<file path="config.mk">
export PLATFORM = sky130hd
export DESIGN_NAME = ftn_out_buf_flat
export DESIGN_NICKNAME = d
export VERILOG_FILES = /design/src/rtl/ftn_pkg.sv /design/src/rtl/ftn_note_if.sv /design/src/rtl/ftn_out_buf.sv /design/src/flat_wrapper.sv
export SDC_FILE = /design/constraint.sdc
export NUM_CORES = 1
export LEC_CHECK = 0
export ABC_AREA = 0
export BUFFER_PORTS_ARGS = -buffer_cell sky130_fd_sc_hd__buf_2
export CORE_UTILIZATION = 52
export CTS_CLUSTER_DIAMETER = 50
export DETAILED_ROUTE_END_ITERATION = 8
export PLACE_DENSITY = 0.86
export SYNTH_ARGS = -nofsm -noshare
export SYNTH_HDL_FRONTEND = slang
export SYNTH_SLANG_ARGS = --single-unit
</file>
<file path="constraint.sdc">
create_clock -name clk -period 3.4 [get_ports clk]
set_input_delay 0.34 -clock clk [delete_from_list [all_inputs] [get_ports clk]]
set_output_delay 0.34 -clock clk [all_outputs]
set_load 0.03 [all_outputs]
</file>
<file path="src/rtl/ftn_pkg.sv">
// Shared types, constants and arithmetic helpers for the frequency to note number unit.
// No dependencies; every other file imports this package.
package ftn_pkg;

    localparam int LOG_FB     = 32;                    // fraction bits of the log2 values
    localparam int LOG_INT_W  = 5;                     // integer bits of the log2 values
    localparam int LOG_W      = LOG_INT_W + LOG_FB;
    localparam int DIFF_W     = LOG_W + 1;
    localparam int PROD_W     = 48;
    localparam int STEP_W     = $clog2(LOG_FB);
    localparam int NOTE_OFFSET   = 69;
    localparam int SENTINEL_MAG  = 1500;
    localparam int ADDR_W     = 3;

    localparam logic [31:0] RESET_REF   = 32'd28835840;
    localparam logic [7:0]  RESET_TONES = 8'd12;

    // register index, taken from paddr[2]
    localparam logic REG_REF   = 1'b0;
    localparam logic REG_TONES = 1'b1;

    typedef logic signed [31:0] freq_t;
    typedef logic signed [31:0] note_t;
    typedef logic [LOG_W-1:0]   log_t;

    typedef struct packed {
        logic [LOG_INT_W-1:0] p;
        logic [31:0]          m;
    } norm_t;

    typedef struct packed {
        logic        carry;
        logic [31:0] m;
    } sq_t;

    typedef struct packed {
        logic valid;
        logic pos;
        log_t log_val;
    } log_beat_t;

    typedef struct packed {
        logic  valid;
        note_t note;
        logic  pitch_valid;
    } note_beat_t;

    // leading-one position and mantissa normalized to [2^31, 2^32)
    function automatic norm_t lead_norm(input logic [31:0] x);
        norm_t r;
        r.p = '0;
        for (int i = 0; i < 32; i++) begin
            if (x[i]) begin
                r.p = LOG_INT_W'(i);
            end
        end
        r.m = x << (LOG_INT_W'(31) - r.p);
        return r;
    endfunction

    // one squaring step of the log2 fraction refinement
    function automatic sq_t sq_step(input logic [31:0] m);
        logic [63:0] prod;
        logic [32:0] t;
        sq_t         r;
        prod    = {32'd0, m} * {32'd0, m};
        t       = prod[63:31];
        r.carry = t[32];
        r.m     = t[32] ? t[32:1] : t[31:0];
        return r;
    endfunction

    // -1500 in Q.fb, clamped to the 32-bit range
    function automatic note_t sentinel_note(input int unsigned fb);
        longint s;
        longint lim;
        lim = -(64'sd1 <<< 31);
        s   = -(longint'(SENTINEL_MAG) <<< fb);
        return (s < lim) ? note_t'(32'h8000_0000) : note_t'(s[31:0]);
    endfunction

endpackage

</file>
<file path="src/rtl/ftn_note_if.sv">
// Output channel: one note number and pitch flag per transaction, valid/ready handshake.
// Depends on ftn_pkg.
interface ftn_note_if import ftn_pkg::*; ();
    logic  valid;
    logic  ready;
    note_t note_number;
    logic  pitch_valid;

    modport source (output valid, output note_number, output pitch_valid, input ready);
    modport sink   (input valid, input note_number, input pitch_valid, output ready);
endinterface

</file>
<file path="src/rtl/ftn_out_buf.sv">
// Two-entry output buffer; its free space is the advance enable of the
// whole pipeline. Depends on ftn_pkg and ftn_note_if.
module ftn_out_buf import ftn_pkg::*;
(
    input  logic              clk,
    input  logic              rst_n,
    input  note_beat_t        in_beat,
    output logic              en,
    ftn_note_if.source        note_out
);

    localparam int DEPTH = 2;

    logic [1:0] count_reg;
    logic       wr_ptr_reg;
    logic       rd_ptr_reg;
    note_t      note_mem [0:DEPTH-1];
    logic       pv_mem   [0:DEPTH-1];

    logic push;
    logic pop;

    assign en   = (count_reg != 2'(DEPTH));
    assign push = in_beat.valid && en;
    assign pop  = note_out.valid && note_out.ready;

    always_ff @(posedge clk or negedge rst_n)
    begin
        if (!rst_n) begin
            count_reg  <= '0;
            wr_ptr_reg <= 1'b0;
            rd_ptr_reg <= 1'b0;
        end else begin
            if (push) begin
                wr_ptr_reg <= !wr_ptr_reg;
            end
            if (pop) begin
                rd_ptr_reg <= !rd_ptr_reg;
            end
            if (push && !pop) begin
                count_reg <= count_reg + 2'd1;
            end else if (pop && !push) begin
                count_reg <= count_reg - 2'd1;
            end
        end
    end

    always_ff @(posedge clk)
    begin
        if (push) begin
            note_mem[wr_ptr_reg] <= in_beat.note;
            pv_mem[wr_ptr_reg]   <= in_beat.pitch_valid;
        end
    end

    assign note_out.valid       = (count_reg != '0);
    assign note_out.note_number = note_mem[rd_ptr_reg];
    assign note_out.pitch_valid = pv_mem[rd_ptr_reg];

endmodule

</file>
<file path="src/flat_wrapper.sv">
// flat-port wrapper written by rule: the top's interface ports become plain ports
module ftn_out_buf_flat import ftn_pkg::*;
  (clk, rst_n, in_beat, en, note_out_valid, note_out_note_number, note_out_pitch_valid, note_out_ready);
  ftn_note_if note_out_i ();
  input  logic clk;
  input  logic rst_n;
  input  note_beat_t in_beat;
  output logic en;
  output wire logic [$bits(note_out_i.valid)-1:0] note_out_valid;
  output wire logic [$bits(note_out_i.note_number)-1:0] note_out_note_number;
  output wire logic [$bits(note_out_i.pitch_valid)-1:0] note_out_pitch_valid;
  input wire logic [$bits(note_out_i.ready)-1:0] note_out_ready;
  assign note_out_valid = note_out_i.valid;
  assign note_out_note_number = note_out_i.note_number;
  assign note_out_pitch_valid = note_out_i.pitch_valid;
  assign note_out_i.ready = note_out_ready;
  ftn_out_buf u_core (.clk(clk), .rst_n(rst_n), .in_beat(in_beat), .en(en), .note_out(note_out_i));
endmodule
</file>
==> qor.csv <==
stage,metric,value,unit
logic_synthesis,postSynth.asyncResetShare,0.0571,
floorplanning,coreArea,4880,um^2
layout,drive_above_1_share,0.583,
global_routing,grt_max_degree,35,
logic_synthesis,synth_edf_count,66,
sta,worst_pin_slew,1020,ps
status,status,finished clean,
logic_synthesis,synth.top_cells.by_count,"66 x edfxtp_1, 29 x mux2_4, 4 x dfrtp_1, 4 x mux2_2",
layout,largest_reg_flops,64,
route,detail_route.first_pass.iterations,4,
sta,maxSlewHeadroom,0.320,
floorplanning,die-area,5540,um^2
placement,dp_hpwl,2600,um
logic_synthesis,synthFlopType,edfxtp_1,
job,maxCapViolCount,0,
worst_setup_path,r2r-start,u_core.count_reg[0],
logic_synthesis,syn_area,2730,um^2
sta,grt_setup_unrepaired,false,
logic_synthesis,synth_xor_area_frac,0.0161,
global_routing,grt_first_pass_wirelength,5760,um
hold_path,hold_end,u_core.note_mem[1][19],
floorplanning,die_w,74.4,um
worst_setup_path,reg2regPathDepth,3,
sta,fin_crit_sh,0.687,
layout,multi_input_area,578,um^2
route,drt_iter0_markers,63,
route,avgViaCountPerCell,4.90,
global_routing,grt.busiest_layer,met2,
logic_synthesis,synth_seq_cells,70,
cts,numClockSinks,70,
layout,fin_util,0.677,
power,power_leakage,1.35,nW
worst_setup_path,rrSetupSlack,1530,ps
worst_setup_path,arrival,2000,ps
logic_synthesis,synth_area_leaders,"edfxtp_1 73%, mux2_4 16%, dfrtp_1 3.7%",
sta,fin_crit,2340,ps
floorplanning,io_pins,72,
layout,stdcell_count,273,
logic_synthesis,synth-compound-area-share,0,
cts,cts_tree,yes,
sta,fin_tns_setup,0,ps
logic_synthesis,syn_inst,121,
layout,diodes,0,
cts,cts_resized,0,
logic_synthesis,synth_top_family_by_area,multiplexers,
cts,cts.clk_slew.worst_paths,60,ps
sta,maxSlewViolCount,0,
hold_path,hp-class,input pin to register,
worst_setup_path,crit_fanout,34,
global_routing,met2_usage,0.233,
placement,placed_cells,256,
placement,place_ws,1420,ps
cts,numCtsBuffers,9,
floorplanning,chipHeight,74.4,um
logic_synthesis,ys_warn_count,0,
worst_setup_path,critPathRequiredTime,3060,ps
logic_synthesis,synth_fa_ha_area_frac,0.00459,
cts,clk_latency,330,ps
global_routing,grt_pass1_vias,1240,
route,final_antenna_net_count,0,
logic_synthesis,avgSynthCellArea,22.5,um^2
sta,worst_slack,1060,ps
logic_synthesis,synth.distinct_cells,15,
worst_setup_path,end_kind,output port,
logic_synthesis,yosys.area_share.simple,0.0124,
sta,max_freq,428,MHz
global_routing,use_met3,0.0637,
placement,gp_congestion,0.699,
logic_synthesis,ys_seq_area_frac,0.763,
global_routing,grt.met1_usage,0.192,
route,routed_wl,4040,um
placement,portBuffers,71,
power,ir_drop,0.000764,V
global_routing,track_usage,0.156,
logic_synthesis,synthMuxAreaShare,0.176,
sta,hold_viol,0,
logic_synthesis,syn-num-nets,159,
cts,cts.hold.buffers_added,1,
hold_path,hold_start,in_beat[20],
route,routed-via-count,1337,
logic_synthesis,netlist.area_leader.share,0.727,
worst_setup_path,critical_path_class,register to output port,
cts,postCtsSetupRepairBufs,0,
layout,nets,239,
global_routing,antenna_found_initial,0,
sta,finalSetupViolCount,0,
floorplanning,initial_core_util,0.559,
sta,fin_skew,4.06,ps
route,drcViolationCount,0,
sta,timing.hold.ws,191,ps
layout,ff_latch_area,2080,um^2
floorplanning,std_cell_rows,25,
global_routing,grt_remaining_overflow,0,
hold_path,holdPathStages,1,
layout,fill_cells,338,
cts,root_buffer,clkbuf_8,
logic_synthesis,yosysTopAreaCell,edfxtp_1,
logic_synthesis,yosysMostFrequentCell,edfxtp_1,
worst_setup_path,cp-start-kind,register,
cts,h-tree-depth,3,
layout,area_growth,21.1,%
cts,clk_path_buf_depth,2,
power,power.density,934,nW/um^2
route,routedWlPerCell,14.8,um
worst_setup_path,r2r_end,u_core.note_mem[1][1],
[stage by stage]
step	power, mW	cell area, um^2
final	3.09	3300
after global routing	3.23	3300
after CTS	3.12	3300
after detailed placement	2.51	3110
after global placement	2.48	3110
after floorplan	2.30	2730
[layer usage]
metal / routed length, um / share of wire
met5: 0 / 0
met4: 86 / 0.021
met3: 341 / 0.084
met2: 1870 / 0.46
met1: 1750 / 0.43
[power breakdown]
group / leakage [nW] / switching [mW] / total, mW / internal [mW]
Combinational: 0.591 / 0.654 / 1.14 / 0.483
Sequential: 0.659 / 0.165 / 1.35 / 1.18
Clock: 0.0949 / 0.270 / 0.599 / 0.330
[worst max-delay path, stage by stage (launching register included)]
cell and delay (ps):
dfrtp_2 1040, mux2_2 420, buf_2 190
[final cells by class]
cell class                      count  share of cell area
Tap cell                           67              0.0254
Inverter                            1             0.00114
Clock buffer                       10              0.0387
Timing Repair Buffer               73               0.113
Sequential cell                    70               0.631
Clock inverter                      6              0.0159
Multi-Input combinational cell     46               0.175
[cells by family (layout without fill, tap and decap cells)]
kind of cell,after synthesis,count (layout)
adders and majority gates,1,1
and+or+nand+nor,7,7
xor gates and xnor gates,5,5
muxes,33,33
DFF,70,70
buffers and inverters,5,90
[cell usage in the layout (no fill, tap or decap)]
cell            n
mux2_4         29
nand2b_1        1
ha_1            1
nor2_4          1
clkinv_1        2
and3_1          1
dfrtp_1         3
clkbuf_8        9
xor2_1          2
buf_4           1
inv_1           1
clkinv_2        3
dlygate4sd3_1   1
clkbuf_1        1
nand2_1         2
buf_2          71
edfxtp_1       66
dfrtp_2         1
xnor2_1         3
mux2_2          4
or2_1           1
nor2_1          1
bufinv_16       1
[how the worst max path moves through the flow]
stage | slack [ps] | depth (start not counted) | to | start
global placement | 1440 | 2 | note_out_note_number[24] | u_core.rd_ptr_reg
floorplan | 690 | 3 | u_core.note_mem[0][0] | u_core.count_reg[0]
global route | 980 | 2 | note_out_note_number[25] | u_core.rd_ptr_reg
finish | 1060 | 2 | note_out_note_number[25] | u_core.rd_ptr_reg
detailed placement | 1420 | 2 | note_out_note_number[25] | u_core.rd_ptr_reg
CTS | 1030 | 2 | note_out_note_number[25] | u_core.rd_ptr_reg
(Power assumes the default switching activity.)
