--- src/rtl/ftn_pkg.sv ---
// Shared types, constants and arithmetic helpers for the frequency to note number unit.
// No dependencies; every other file imports this package.
package ftn_pkg;

    localparam int LOG_FB     = 32;                    // fraction bits of the log2 values
    localparam int LOG_INT_W  = 5;                     // integer bits of the log2 values
    localparam int LOG_W      = LOG_INT_W + LOG_FB;
    localparam int DIFF_W     = LOG_W + 1;
    localparam int PROD_W     = 48;
    localparam int STEP_W     = $clog2(LOG_FB);
    localparam int NOTE_OFFSET   = 69;
    localparam int SENTINEL_MAG  = 1500;
    localparam int ADDR_W     = 3;

    localparam logic [31:0] RESET_REF   = 32'd28835840;
    localparam logic [7:0]  RESET_TONES = 8'd12;

    // register index, taken from paddr[2]
    localparam logic REG_REF   = 1'b0;
    localparam logic REG_TONES = 1'b1;

    typedef logic signed [31:0] freq_t;
    typedef logic signed [31:0] note_t;
    typedef logic [LOG_W-1:0]   log_t;

    typedef struct packed {
        logic [LOG_INT_W-1:0] p;
        logic [31:0]          m;
    } norm_t;

    typedef struct packed {
        logic        carry;
        logic [31:0] m;
    } sq_t;

    typedef struct packed {
        logic valid;
        logic pos;
        log_t log_val;
    } log_beat_t;

    typedef struct packed {
        logic  valid;
        note_t note;
        logic  pitch_valid;
    } note_beat_t;

    // leading-one position and mantissa normalized to [2^31, 2^32)
    function automatic norm_t lead_norm(input logic [31:0] x);
        norm_t r;
        r.p = '0;
        for (int i = 0; i < 32; i++) begin
            if (x[i]) begin
                r.p = LOG_INT_W'(i);
            end
        end
        r.m = x << (LOG_INT_W'(31) - r.p);
        return r;
    endfunction

    // one squaring step of the log2 fraction refinement
    function automatic sq_t sq_step(input logic [31:0] m);
        logic [63:0] prod;
        logic [32:0] t;
        sq_t         r;
        prod    = {32'd0, m} * {32'd0, m};
        t       = prod[63:31];
        r.carry = t[32];
        r.m     = t[32] ? t[32:1] : t[31:0];
        return r;
    endfunction

    // -1500 in Q.fb, clamped to the 32-bit range
    function automatic note_t sentinel_note(input int unsigned fb);
        longint s;
        longint lim;
        lim = -(64'sd1 <<< 31);
        s   = -(longint'(SENTINEL_MAG) <<< fb);
        return (s < lim) ? note_t'(32'h8000_0000) : note_t'(s[31:0]);
    endfunction

endpackage

--- src/rtl/ftn_ref_log.sv ---
// Sequential log2 of the reference pitch, one squaring step per cycle on a
// single multiplier; reruns after reset and after each reference write. Depends on ftn_pkg.
module ftn_ref_log import ftn_pkg::*;
(
    input  logic        clk,
    input  logic        rst_n,
    input  logic        start,
    input  logic [31:0] ref_value,
    output logic        busy,
    output log_t        log_ref
);

    typedef enum logic [1:0] {
        ST_IDLE,
        ST_NORM,
        ST_SQUARE
    } state_t;

    state_t               state_reg;
    logic [STEP_W-1:0]    step_reg;
    logic [LOG_INT_W-1:0] p_reg;
    logic [31:0]          m_reg;
    logic [31:0]          f_reg;
    log_t                 log_ref_reg;

    norm_t       norm_ref;
    sq_t         sq_res;
    logic [31:0] f_next;

    always_comb
    begin
        norm_ref = lead_norm((ref_value == '0) ? 32'd1 : ref_value);
        sq_res   = sq_step(m_reg);
        f_next   = {f_reg[30:0], sq_res.carry};
    end

    always_ff @(posedge clk or negedge rst_n)
    begin
        if (!rst_n) begin
            state_reg   <= ST_NORM;
            step_reg    <= '0;
            p_reg       <= '0;
            m_reg       <= '0;
            f_reg       <= '0;
            log_ref_reg <= '0;
        end else if (start) begin
            state_reg <= ST_NORM;
        end else begin
            case (state_reg)
                ST_NORM:
                begin
                    p_reg     <= norm_ref.p;
                    m_reg     <= norm_ref.m;
                    f_reg     <= '0;
                    step_reg  <= '0;
                    state_reg <= ST_SQUARE;
                end
                ST_SQUARE:
                begin
                    m_reg    <= sq_res.m;
                    f_reg    <= f_next;
                    step_reg <= step_reg + 1'b1;
                    if (step_reg == STEP_W'(LOG_FB - 1)) begin
                        log_ref_reg <= {p_reg, f_next};
                        state_reg   <= ST_IDLE;
                    end
                end
                default:
                begin
                    state_reg <= ST_IDLE;
                end
            endcase
        end
    end

    assign busy    = (state_reg != ST_IDLE);
    assign log_ref = log_ref_reg;

endmodule

--- config.mk ---
export PLATFORM = sky130hd
export DESIGN_NAME = ftn_ref_log
export DESIGN_NICKNAME = d
export VERILOG_FILES = /design/src/rtl/ftn_pkg.sv /design/src/rtl/ftn_ref_log.sv
export SDC_FILE = /design/constraint.sdc
export NUM_CORES = 2
export LEC_CHECK = 0
export ABC_AREA = 0
export BUFFER_PORTS_ARGS = -buffer_cell sky130_fd_sc_hd__buf_2
export CAP_MARGIN = 20
export CELL_PAD_IN_SITES_DETAIL_PLACEMENT = 0
export CELL_PAD_IN_SITES_GLOBAL_PLACEMENT = 1
export CORE_UTILIZATION = 56
export DETAILED_ROUTE_END_ITERATION = 7
export PLACE_DENSITY = 0.95
export SETUP_SLACK_MARGIN = 0.05
export SLEW_MARGIN = 20
export SYNTH_ARGS = -nofsm -noshare
export SYNTH_HDL_FRONTEND = slang
export SYNTH_SLANG_ARGS = --single-unit
--- constraint.sdc ---
create_clock -name clk -period 22.1 [get_ports clk]
set_input_delay 2.21 -clock clk [delete_from_list [all_inputs] [get_ports clk]]
set_output_delay 2.21 -clock clk [all_outputs]
set_load 0.01 [all_outputs]
==> results.md <==
- The run finished, with violations left.
- The checks that failed: design-rule violations.
- TritonCTS built the clock tree.
- Yosys printed 0 warnings.
- The worst register-to-register path begins at m_reg[9]$_DFFE_PN0P_.
- The number of diodes added for antenna fixing is 0.
- The initial DRC count is 2025.
- The startpoint of the lowest-slack hold path is step_reg[4]$_DFFE_PN0P_.
- The number of distinct library cell variants in the gate-level netlist after synthesis is 94.
- The quantity of gates resized following cts is 0.
- Of the synthesized area, sequential elements account for 0.0787.
- After detailed routing, the average wire length per cell comes to 20.0 µm.
- The register with the most flip-flops in the layout has 37 of them.
- 73 I/O pins were placed.
- The clock latency reported for the late side of the worst-skew pair is 370 ps.
- Counting every instance in the synthesized netlist gives 3852.
- The total number of clock tree sinks is 112.
- After detailed routing, the number of vias per cell comes to around 5.6.
- The post-route clock skew is approximately 12 ps.
- Summed over all layers, the global routing overflow is 0.
- Once detail routing completed, the nets flagged for antenna violations numbered 0.
- The H-tree depth reported by CTS is 3.
- The clock passes through at most 2 buffers.
- The number of detailed-route iterations in the first pass is 8.
- The min-delay analysis places its worst path in the category flip-flop to flip-flop.
- The setup slack of the most critical reg-to-reg path is 12740 ps.
- The number of input and output port buffers inserted is slightly above 70.
- For this run, the top clock speed supported by timing is 107 MHz.
- The final number of max-transition violations is 0.
- After clock tree synthesis, the flow added hold-fix buffers numbering 0.
- The transition time of the tightest slew-check pin is 1070 ps.
- Once the clock tree was built, the setup fixing pass inserted 0 buffers.
- The share of layout cells above drive strength 1 is 0.0620.
- At the worst endpoint, the arrival time is 9630 ps.
- The number of CTS-inserted buffers is 9.
- In the layout the commonest cells are 998 x sky130_fd_sc_hd__inv_1, 806 x sky130_fd_sc_hd__fa_1, 399 x sky130_fd_sc_hd__nand2_1.
- Data on the critical path is required at its endpoint by 22370 ps.
- The tree is rooted in a sky130_fd_sc_hd__clkbuf_16.
- After the last flow step, the layout net total stands at 4938.
- For this run, asynchronously set or reset flops after synthesis account for 1.00.
- The most used flip-flop cell after synthesis is sky130_fd_sc_hd__dfrtp_1.
- The endpoint identified for the worst register-to-register timing path is m_reg[1]$_DFFE_PN0P_.
- The wire-length estimate of the detail-placed layout is 73400 µm.
- Row generation in the floorplan step produced 92 rows.
- The maximum fanout encountered on the critical timing path is 27.
- Measured along the y axis, the die boundary spans about 250 µm.
- The clock-pin slew on the worst setup and hold paths is 90 ps.
- The worst path needs between 9000 and 10000 ps of the cycle, external delays included.
- The post-route fraction of the period consumed by the critical path is 0.423.
- The post-route setup TNS is 0 ps.
- The cell count of the worst hold path is 2.
- The total area of sequential cells is 2810 µm².
- For this run, the total global-route usage over all layers was measured as 0.307.
- The hold violation total from the final report is 0.
- Across all layers, the routed design uses between 20000 and 30000 vias.
- The leading cell type in the layout, fill and taps excluded is sky130_fd_sc_hd__inv_1.
- The maximum number of pins on one net before global-route repair is 69.
- The worst-case hold path end point is step_reg[4]$_DFFE_PN0P_.
- The worst slew slack as a fraction of its limit is 0.287.
- The via count of the first global-routing pass came to 28500.
- The floorplan step defined a die boundary enclosing 64600 µm².
- STA classifies the critical path endpoint as a flip-flop.
- The number of fill cells in the layout is 5420.
- The max capacitance violation total is 0.
- Setup repair after global routing left no endpoint under its margin.
- The number of nets in the synthesized netlist is 4970.
- The worst setup path category is flip-flop to flip-flop.
- The first global-routing pass estimated ~150000 µm of wire.
- Summed over all layers, the routed wires come to 93500 µm.
- The startpoint type of the worst setup path is a flip-flop.
- The growth of design area from synthesis to finish is 4.07%.
- The final weighted congestion in routability-driven placement is 0.962.
- The netlist area before placement is about 36000 µm².
- The initial antenna violation count came to 1.
- The mean post-synth cell area is 9.25 µm².
- The total area inside the core boundary comes to 63000 µm².
- For this run, design rule violations remaining after detail routing come to 4.
- Setup violations remaining at the end of the flow were counted as 0.
- The number of register bits inferred by synthesis is 112.
- Yosys mapped a number of flops with a built-in enable equal to 0.
- In the final layout, the multi-input gates occupy ~28000 µm².
- The worst reg2reg path depth is 26.
- The horizontal die dimension is 254 µm.
- The initial cell density of the core is 0.566.
worst max-delay path by stage:
stage	slack [ps]	end	cells past startpoint	from
CTS	12970	m_reg[15]$_DFFE_PN0P_	28	m_reg[16]$_DFFE_PN0P_
global placement	13140	m_reg[15]$_DFFE_PN0P_	28	m_reg[16]$_DFFE_PN0P_
global route	12470	m_reg[15]$_DFFE_PN0P_	28	m_reg[16]$_DFFE_PN0P_
floorplan	14240	m_reg[30]$_DFFE_PN0P_	29	m_reg[17]$_DFFE_PN0P_
detailed placement	13020	m_reg[15]$_DFFE_PN0P_	28	m_reg[16]$_DFFE_PN0P_
finish	12740	m_reg[1]$_DFFE_PN0P_	26	m_reg[9]$_DFFE_PN0P_
layout make-up:
class	count	area share
clock buffers	9	0.00608
inverters	1006	0.102
clock inverters	7	0.00273
well taps	846	0.0286
repair buffers	117	0.0189
flip-flops and latches	112	0.0757
multi-input cells	2574	0.766
cells by family (layout without fill, tap and decap cells):
| logic type | after synthesis | in the layout | synth area share |
|---|---|---|---|
| xor+xnor | 46 | 46 | 0.0113 |
| simple gates | 946 | 946 | 0.125 |
| flops | 112 | 112 | 0.0787 |
| buf+inv | 1166 | 1139 | 0.125 |
| fa+ha+maj | 1083 | 1083 | 0.550 |
| mux | 98 | 98 | 0.0310 |
| compound gates | 401 | 401 | 0.0788 |
synthesized netlist by cell type, types with 6 or more instances:
library cell / count / area, µm²
sky130_fd_sc_hd__nand3_1: 69 / 345
sky130_fd_sc_hd__nand2b_1: 8 / 50.1
sky130_fd_sc_hd__clkinv_1: 7 / 26.3
sky130_fd_sc_hd__o21ai_0: 62 / 310
sky130_fd_sc_hd__nand2_1: 399 / 1500
sky130_fd_sc_hd__a211oi_1: 29 / 218
sky130_fd_sc_hd__clkbuf_1: 126 / 473
sky130_fd_sc_hd__ha_1: 277 / 3470
sky130_fd_sc_hd__buf_2: 17 / 85.1
sky130_fd_sc_hd__a21o_1: 28 / 210
sky130_fd_sc_hd__buf_1: 9 / 33.8
sky130_fd_sc_hd__mux2i_1: 45 / 450
sky130_fd_sc_hd__nor3_1: 30 / 150
sky130_fd_sc_hd__a32oi_1: 6 / 52.6
sky130_fd_sc_hd__or2_2: 7 / 43.8
sky130_fd_sc_hd__mux2_2: 48 / 541
sky130_fd_sc_hd__dfrtp_1: 111 / 2780
sky130_fd_sc_hd__nor2_1: 158 / 593
sky130_fd_sc_hd__xor2_1: 19 / 166
sky130_fd_sc_hd__o211ai_1: 21 / 158
sky130_fd_sc_hd__nand4_1: 9 / 56.3
sky130_fd_sc_hd__o21bai_1: 7 / 52.6
sky130_fd_sc_hd__and3_1: 10 / 62.6
sky130_fd_sc_hd__nor2b_1: 14 / 87.6
sky130_fd_sc_hd__inv_1: 998 / 3750
sky130_fd_sc_hd__o31ai_1: 12 / 90.1
sky130_fd_sc_hd__o31a_1: 6 / 52.6
sky130_fd_sc_hd__and2_1: 199 / 1240
sky130_fd_sc_hd__xnor2_1: 27 / 236
sky130_fd_sc_hd__a21oi_1: 112 / 561
sky130_fd_sc_hd__nor4_1: 17 / 106
sky130_fd_sc_hd__o21ai_1: 9 / 45.0
sky130_fd_sc_hd__o2111ai_1: 7 / 61.3
sky130_fd_sc_hd__a211o_1: 7 / 61.3
sky130_fd_sc_hd__fa_1: 806 / 16100
metal layers:
layer  vias up  part of all wire  track usage
li1      11600                 -            -
met1     13300              0.38        0.391
met2      1090              0.49        0.520
met3       243             0.082       0.0572
met4         2             0.046        0.117
met5         -          0.000086            0
metrics by stage:
step / cells / cell area [µm²] / worst slack [ps] / hold slack (ps) / utilization
3_3_place_gp: 4655 / 36700 / 13140 / 458 / 0.584
3_5_place_dp: 4655 / 36700 / 13020 / 470 / 0.584
5_1_grt: 4671 / 37100 / 12470 / 503 / 0.589
2_1_floorplan: 3852 / 35600 / 14240 / 435 / -
6_report: 4671 / 37100 / 12740 / 488 / 0.589
4_1_cts: 4671 / 37100 / 12970 / 490 / 0.589
worst max-delay path: stages (launching register included):
cell	delay (ps)
sky130_fd_sc_hd__dfrtp_2	350
sky130_fd_sc_hd__buf_4	450
sky130_fd_sc_hd__clkinv_1	640
sky130_fd_sc_hd__ha_1	430
sky130_fd_sc_hd__or2_2	310
sky130_fd_sc_hd__fa_1	540
sky130_fd_sc_hd__fa_1	450
sky130_fd_sc_hd__fa_1	490
sky130_fd_sc_hd__inv_1	50
sky130_fd_sc_hd__fa_1	490
sky130_fd_sc_hd__inv_1	50
sky130_fd_sc_hd__fa_1	490
sky130_fd_sc_hd__fa_1	520
sky130_fd_sc_hd__inv_1	60
sky130_fd_sc_hd__fa_1	490
sky130_fd_sc_hd__inv_1	40
sky130_fd_sc_hd__ha_1	300
sky130_fd_sc_hd__o21ai_0	200
sky130_fd_sc_hd__a211oi_1	110
sky130_fd_sc_hd__o311ai_1	820
sky130_fd_sc_hd__a21oi_1	240
sky130_fd_sc_hd__nand4_1	230
sky130_fd_sc_hd__and2_1	240
sky130_fd_sc_hd__o211a_1	630
sky130_fd_sc_hd__mux2i_1	280
sky130_fd_sc_hd__o32ai_1	110
sky130_fd_sc_hd__o31ai_1	220
Power is left out: the tool's default activity adds up to more than one toggle a clock period on the data nets, which glitch-free logic cannot reach.
