`src/rtl/ftn_pkg.sv`:
```
// Shared types, constants and arithmetic helpers for the frequency to note number unit.
// No dependencies; every other file imports this package.
package ftn_pkg;

    localparam int LOG_FB     = 32;                    // fraction bits of the log2 values
    localparam int LOG_INT_W  = 5;                     // integer bits of the log2 values
    localparam int LOG_W      = LOG_INT_W + LOG_FB;
    localparam int DIFF_W     = LOG_W + 1;
    localparam int PROD_W     = 48;
    localparam int STEP_W     = $clog2(LOG_FB);
    localparam int NOTE_OFFSET   = 69;
    localparam int SENTINEL_MAG  = 1500;
    localparam int ADDR_W     = 3;

    localparam logic [31:0] RESET_REF   = 32'd28835840;
    localparam logic [7:0]  RESET_TONES = 8'd12;

    // register index, taken from paddr[2]
    localparam logic REG_REF   = 1'b0;
    localparam logic REG_TONES = 1'b1;

    typedef logic signed [31:0] freq_t;
    typedef logic signed [31:0] note_t;
    typedef logic [LOG_W-1:0]   log_t;

    typedef struct packed {
        logic [LOG_INT_W-1:0] p;
        logic [31:0]          m;
    } norm_t;

    typedef struct packed {
        logic        carry;
        logic [31:0] m;
    } sq_t;

    typedef struct packed {
        logic valid;
        logic pos;
        log_t log_val;
    } log_beat_t;

    typedef struct packed {
        logic  valid;
        note_t note;
        logic  pitch_valid;
    } note_beat_t;

    // leading-one position and mantissa normalized to [2^31, 2^32)
    function automatic norm_t lead_norm(input logic [31:0] x);
        norm_t r;
        r.p = '0;
        for (int i = 0; i < 32; i++) begin
            if (x[i]) begin
                r.p = LOG_INT_W'(i);
            end
        end
        r.m = x << (LOG_INT_W'(31) - r.p);
        return r;
    endfunction

    // one squaring step of the log2 fraction refinement
    function automatic sq_t sq_step(input logic [31:0] m);
        logic [63:0] prod;
        logic [32:0] t;
        sq_t         r;
        prod    = {32'd0, m} * {32'd0, m};
        t       = prod[63:31];
        r.carry = t[32];
        r.m     = t[32] ? t[32:1] : t[31:0];
        return r;
    endfunction

    // -1500 in Q.fb, clamped to the 32-bit range
    function automatic note_t sentinel_note(input int unsigned fb);
        longint s;
        longint lim;
        lim = -(64'sd1 <<< 31);
        s   = -(longint'(SENTINEL_MAG) <<< fb);
        return (s < lim) ? note_t'(32'h8000_0000) : note_t'(s[31:0]);
    endfunction

endpackage

```
`src/rtl/ftn_scale.sv`:
```
// Note arithmetic: log difference, scale by tones per octave, offset,
// round half up and saturate, in three register stages. Depends on ftn_pkg.
module ftn_scale import ftn_pkg::*;
#(
    parameter int FRAC_BITS = 16
)
(
    input  logic       clk,
    input  logic       rst_n,
    input  logic       en,
    input  log_beat_t  in_beat,
    input  log_t       log_ref,
    input  logic [7:0] tones,
    output note_beat_t out_beat
);

    localparam int SH = LOG_FB - FRAC_BITS;
    localparam logic signed [PROD_W-1:0] ADD_C =
        (PROD_W'(NOTE_OFFSET) <<< LOG_FB) + (PROD_W'(1) <<< (SH - 1));
    localparam logic signed [PROD_W-1:0] SAT_MAX = PROD_W'(32'sh7fff_ffff);
    localparam logic signed [PROD_W-1:0] SAT_MIN = -(PROD_W'(1) <<< 31);
    localparam note_t SENTINEL = sentinel_note(FRAC_BITS);

    logic [2:0]                 v_reg;
    logic                       pos_a_reg;
    logic                       pos_b_reg;
    logic signed [DIFF_W-1:0]   diff_a_reg;
    logic signed [PROD_W-1:0]   prod_b_reg;
    note_t                      note_c_reg;
    logic                       pv_c_reg;

    logic signed [DIFF_W-1:0] diff_next;
    logic signed [PROD_W-1:0] prod_next;
    logic signed [PROD_W-1:0] sum_c;
    logic signed [PROD_W-1:0] rnd_c;
    logic signed [8:0]        tones_s;
    note_t                    note_next;

    always_comb
    begin
        diff_next = $signed({1'b0, in_beat.log_val}) - $signed({1'b0, log_ref});
        tones_s   = $signed({1'b0, tones});
        prod_next = PROD_W'(diff_a_reg) * tones_s;
        sum_c     = prod_b_reg + ADD_C;
        rnd_c     = sum_c >>> SH;
        if (!pos_b_reg) begin
            note_next = SENTINEL;
        end else if (rnd_c > SAT_MAX) begin
            note_next = note_t'(32'h7fff_ffff);
        end else if (rnd_c < SAT_MIN) begin
            note_next = note_t'(32'h8000_0000);
        end else begin
            note_next = rnd_c[31:0];
        end
    end

    always_ff @(posedge clk or negedge rst_n)
    begin
        if (!rst_n) begin
            v_reg <= '0;
        end else if (en) begin
            v_reg <= {v_reg[1:0], in_beat.valid};
        end
    end

    always_ff @(posedge clk)
    begin
        if (en) begin
            pos_a_reg  <= in_beat.pos;
            diff_a_reg <= diff_next;
            pos_b_reg  <= pos_a_reg;
            prod_b_reg <= prod_next;
            note_c_reg <= note_next;
            pv_c_reg   <= pos_b_reg;
        end
    end

    assign out_beat.valid       = v_reg[2];
    assign out_beat.note        = note_c_reg;
    assign out_beat.pitch_valid = pv_c_reg;

endmodule

```
`config.mk`:
```
export PLATFORM = sky130hd
export DESIGN_NAME = ftn_scale
export DESIGN_NICKNAME = d
export VERILOG_FILES = /design/src/rtl/ftn_pkg.sv /design/src/rtl/ftn_scale.sv
export SDC_FILE = /design/constraint.sdc
export NUM_CORES = 1
export LEC_CHECK = 0
export BUFFER_PORTS_ARGS = -buffer_cell sky130_fd_sc_hd__buf_2
export CAP_MARGIN = 10
export CELL_PAD_IN_SITES_DETAIL_PLACEMENT = 0
export CELL_PAD_IN_SITES_GLOBAL_PLACEMENT = 2
export CORE_MARGIN = 2
export CORE_UTILIZATION = 28
export CTS_CLUSTER_SIZE = 16
export DETAILED_ROUTE_END_ITERATION = 6
export GPL_TIMING_DRIVEN = 0
export HOLD_SLACK_MARGIN = 0.02
export PLACE_DENSITY = 0.62
export SLEW_MARGIN = 10
export SYNTH_ARGS = -nofsm -noshare
export SYNTH_HDL_FRONTEND = slang
export SYNTH_SLANG_ARGS = --single-unit
```
`constraint.sdc`:
```
create_clock -name clk -period 4.5 [get_ports clk]
set_input_delay 0.225 -clock clk [delete_from_list [all_inputs] [get_ports clk]]
set_output_delay 0.225 -clock clk [all_outputs]
set_load 0.02 [all_outputs]
```
==> impl_metrics.sql <==
INSERT INTO impl_metrics (metric_group, metric, value, unit) VALUES
('logic_synthesis', 'syn_area', '16000', 'um^2'),
('placement', 'gp_routability_congestion', '0.785', ''),
('final_layout', 'share_of_final_layout_standard_cells_stronger_than_drive_strength_1', '20.7', '%'),
('critical_path', 'worst_path_largest_cell_delay', '570', 'ps'),
('clock_tree', 'cts_tree', 'built', ''),
('critical_path', 'timing_worst_setup_path_type', 'reg2reg', ''),
('logic_synthesis', 'syn_inst_count', '1690', ''),
('floorplanning', 'dieArea', '59000', 'um^2'),
('final_layout', 'antenna_diode_count', '0', ''),
('floorplanning', 'start_util', '28.3', '%'),
('logic_synthesis', 'yosysSeqAreaShare', '20.2', '%'),
('global_route', 'wire_length_of_the_first_global_routing_pass', '66100', 'um'),
('final_layout', 'largest_register_ffs', '38', ''),
('clock_tree', 'cts-htree-levels', '3', ''),
('sta', 'maxSlewViolCount', '0', ''),
('logic_synthesis', 'synth_ff_type', 'sky130_fd_sc_hd__edfxtp_1', ''),
('floorplanning', 'core', '56400', 'um^2'),
('sta', 'finalSetupViolations', '30', ''),
('hold_path', 'timing.hold.worst.class', 'in2reg', ''),
('logic_synthesis', 'ys_async_sr_fraction', '2.78', '%'),
('critical_path', 'crit_arrival', '5270', 'ps'),
('global_route', 'grt_pass1_vias', '12161', ''),
('drt', 'ant_nets', '0', ''),
('floorplanning', 'io_pins', '121', ''),
('placement', 'half_perimeter_wire_length_of_the_detailed_placement_result', '34000', 'um'),
('floorplanning', 'placementRows', '87', ''),
('sta', 'tightest_slew', '613', 'ps'),
('sta', 'fin_worst_skew', '17.2', 'ps'),
('critical_path', 'critical_path.slowest_cell', 'sky130_fd_sc_hd__fa_1', ''),
('clock_tree', 'cts_root_buffer', 'sky130_fd_sc_hd__clkbuf_16', ''),
('final_layout', 'layout.nets', '2360', ''),
('sta', 'fin_tns_setup', '-10920', 'ps'),
('sta', 'period_needed', '5120', 'ps'),
('clock_tree', 'worst_setup_hold_path_clk_slew', '90', 'ps'),
('clock_tree', 'clockBufferDepth', '2', ''),
('floorplanning', 'die_x', '243', 'um'),
('drt', 'drt_iter0_drc', '378', ''),
('sta', 'finalHoldViolations', '0', ''),
('logic_synthesis', 'synthesis.area_per_instance', '9.46', 'um^2'),
('global_route', 'grt.overflow.total', '0', ''),
('sta', 'fmax', '195', 'MHz'),
('critical_path', 'cp.buffers_inverters', '1', ''),
('sta', 'setup_repair_after_global_routing_missed_its_margin', 'yes', ''),
('logic_synthesis', 'synth-edff-count', '105', ''),
('critical_path', 'timing.critical_path.required', '4650', 'ps'),
('critical_path', 'worstSetupEndpointType', 'register', ''),
('drt', 'avgViaCountPerCell', '4.31', ''),
('clock_tree', 'clk_latency', '400', 'ps'),
('logic_synthesis', 'ys_ff_latch', '108', ''),
('clock_tree', 'numClockSinks', '108', ''),
('critical_path', 'timing.critical_path.cells', 'and2_1 -> fa_1 -> fa_1 -> fa_1 -> fa_1 -> ha_1 -> nand4_1 -> nor3b_2 -> o21ai_4 -> buf_6 -> nand4bb_4 -> nand2_4 -> o31ai_4 -> a311o_1 -> nand3_2', ''),
('outcome', 'violations', 'setup timing', ''),
('global_route', 'antenna_violations_before_repair', '0', ''),
('drt', 'post_drt_wl_per_cell', '15.4', 'um'),
('drt', 'vias', '11522', ''),
('floorplanning', 'chipHeight', '243', 'um'),
('drt', 'routed_wirelength', '41000', 'um'),
('critical_path', 'critPathMaxFanout', '8', ''),
('final_layout', 'area_growth_syn_to_layout', '22.3', '%'),
('drt', 'firstDrtPassIters', '4', ''),
('critical_path', 'cpMostUsedCell', 'sky130_fd_sc_hd__fa_1', ''),
('placement', 'io_buffers', '113', ''),
('outcome', 'run_status', 'finished, violations left', ''),
('sta', 'maxSlewHeadroom', '59.1', '%'),
('sta', 'timing.final.crit_share', '114', '%'),
('critical_path', 'ff2ff_setup_slack', '-620', 'ps'),
('global_route', 'grt_max_degree', '69', ''),
('logic_synthesis', 'synthesis.yosys.warnings', '0', ''),
('global_route', 'grt_usage', '14.2', '%'),
('critical_path', 'critical_path.startpoint_type', 'register', ''),
('clock_tree', 'number_of_buffers_added_by_the_clock_tree_synthesis_step', '9', ''),
('critical_path', 'timing.critical_path.max_delay_family', 'adder cells', ''),
('logic_synthesis', 'synth.lib_cells_used.distinct', '72', ''),
('drt', 'detail_route.drc_violations', '0', ''),
('logic_synthesis', 'post_synth_net_total', '2139', ''),
('sta', 'layout_setup_ws', '-622', 'ps'),
('job', 'max_cap_violations', '0', '');
## worst register-to-register path: stages, from the launching register on
cell                        delay [ps]
sky130_fd_sc_hd__edfxtp_1          540
sky130_fd_sc_hd__and2_1            250
sky130_fd_sc_hd__fa_1              570
sky130_fd_sc_hd__fa_1              440
sky130_fd_sc_hd__fa_1              520
sky130_fd_sc_hd__fa_1              540
sky130_fd_sc_hd__ha_1              450
sky130_fd_sc_hd__nand4_1           240
sky130_fd_sc_hd__nor3b_2           300
sky130_fd_sc_hd__o21ai_4           110
sky130_fd_sc_hd__buf_6             130
sky130_fd_sc_hd__nand4bb_4         100
sky130_fd_sc_hd__nand2_4            80
sky130_fd_sc_hd__o31ai_4           300
sky130_fd_sc_hd__a311o_1           250
sky130_fd_sc_hd__nand3_2            80
## routing by layer
layer	global-route usage (%)	vias to the layer above	share of wire [%]
li1	-	5809	-
met5	0	-	0
met1	20.8	5513	52
met3	1.51	30	2.5
met4	3.92	0	1.7
met2	22.0	170	44
## placed cells by master (no fill, tap or decap), types with 30 or more instances in the layout
cell                       count
sky130_fd_sc_hd__fa_1        227
sky130_fd_sc_hd__and2_1      160
sky130_fd_sc_hd__edfxtp_1    105
sky130_fd_sc_hd__nor2_1       38
sky130_fd_sc_hd__o21ai_0      30
sky130_fd_sc_hd__nand3_1      30
sky130_fd_sc_hd__buf_4        80
sky130_fd_sc_hd__xnor2_1      47
sky130_fd_sc_hd__ha_1        106
sky130_fd_sc_hd__inv_1       325
sky130_fd_sc_hd__buf_2       113
sky130_fd_sc_hd__xor2_1       32
sky130_fd_sc_hd__nand2_1     191
sky130_fd_sc_hd__a21oi_1      48
## repair_timing
| action | in CTS | in global routing |
|---|---|---|
| pin swaps | 41 | 61 |
| hold buffers | 2 | 0 |
| buffers inserted | 66 | 30 |
| resized for setup | 41 | 82 |
| endpoints found under the setup margin | 32 | 31 |
| hold endpoints to repair | 4 | 0 |
## cell families (layout without fill, tap and decap cells)
group,count (synthesis),in the layout,synth area share (%)
xor gates and xnor gates,84,84,4.60
AOI/OAI and AO/OA,200,200,8.92
DFF,108,108,20.2
muxes,5,5,0.337
and+or+nand+nor,549,549,17.5
adders and majority gates,362,362,39.3
buffers and inverters,382,608,9.08
## synthesized netlist by cell type (3+ instances only)
library cell / instances / area share (%)
sky130_fd_sc_hd__mux2_2: 3 / 0.21
sky130_fd_sc_hd__clkbuf_1: 40 / 0.94
sky130_fd_sc_hd__nand3_1: 31 / 0.97
sky130_fd_sc_hd__a31oi_1: 4 / 0.16
sky130_fd_sc_hd__and2_1: 171 / 6.7
sky130_fd_sc_hd__o21ai_0: 37 / 1.2
sky130_fd_sc_hd__nor2_1: 40 / 0.94
sky130_fd_sc_hd__edfxtp_1: 105 / 20
sky130_fd_sc_hd__a21boi_0: 6 / 0.28
sky130_fd_sc_hd__o31ai_1: 3 / 0.14
sky130_fd_sc_hd__dfrtp_1: 3 / 0.47
sky130_fd_sc_hd__a21o_1: 18 / 0.85
sky130_fd_sc_hd__o211ai_1: 5 / 0.23
sky130_fd_sc_hd__a21oi_2: 4 / 0.22
sky130_fd_sc_hd__o21a_1: 6 / 0.28
sky130_fd_sc_hd__fa_1: 234 / 29
sky130_fd_sc_hd__o21ai_1: 3 / 0.094
sky130_fd_sc_hd__ha_1: 128 / 10
sky130_fd_sc_hd__nand4_1: 21 / 0.82
sky130_fd_sc_hd__or3_1: 11 / 0.43
sky130_fd_sc_hd__buf_4: 4 / 0.19
sky130_fd_sc_hd__nor2b_1: 8 / 0.31
sky130_fd_sc_hd__nand2b_1: 17 / 0.67
sky130_fd_sc_hd__o21bai_1: 7 / 0.33
sky130_fd_sc_hd__and3_1: 11 / 0.43
sky130_fd_sc_hd__nor4_1: 4 / 0.16
sky130_fd_sc_hd__inv_1: 335 / 7.9
sky130_fd_sc_hd__xor2_1: 34 / 1.9
sky130_fd_sc_hd__nor3_1: 19 / 0.59
sky130_fd_sc_hd__xnor2_1: 50 / 2.7
sky130_fd_sc_hd__o31ai_4: 3 / 0.40
sky130_fd_sc_hd__a31o_2: 3 / 0.16
sky130_fd_sc_hd__a21oi_1: 63 / 2.0
sky130_fd_sc_hd__a211oi_1: 8 / 0.38
sky130_fd_sc_hd__nand2_1: 203 / 4.8
## layout make-up
| cell class | instances | area (um^2) |
|---|---|---|
| Fill cell | 5882 | 36800 |
| Timing Repair Buffer | 212 | 1420 |
| Inverter | 336 | 1260 |
| Clock inverter | 7 | 108 |
| Buffer | 44 | 388 |
| Tap cell | 756 | 946 |
| Multi-Input combinational cell | 1200 | 12000 |
| Sequential cell | 108 | 3230 |
| Clock buffer | 9 | 225 |
## worst paths after layout
path / from / to / cells after the start
worst max-delay path: diff_a_reg[15] / prod_b_reg[38] / 15
worst min-delay path: in_beat[38] / v_reg[0] / 2
worst max register to register: diff_a_reg[15] / prod_b_reg[38] / 15
worst min register to register: pos_a_reg / pos_b_reg / 0
max in group asynchronous: rst_n / v_reg[2] / 2
min in group asynchronous: rst_n / v_reg[0] / 2
## per-stage QoR
stage	hold slack [ps]	worst slack [ps]	cell area, um^2	cells	util (%)
3_3_place_gp	19.2	-1280	17900	2559	31.8
2_1_floorplan	-70.6	-253	16400	1690	-
3_5_place_dp	23.8	-1330	17900	2560	31.8
4_1_cts	43.1	-606	19000	2644	33.6
5_1_grt	58.6	-782	19500	2672	34.7
6_report	68.6	-622	19500	2672	34.7
Power is not shown: default switching activity piles up to over one toggle a cycle in this logic, so the estimate is an artifact.
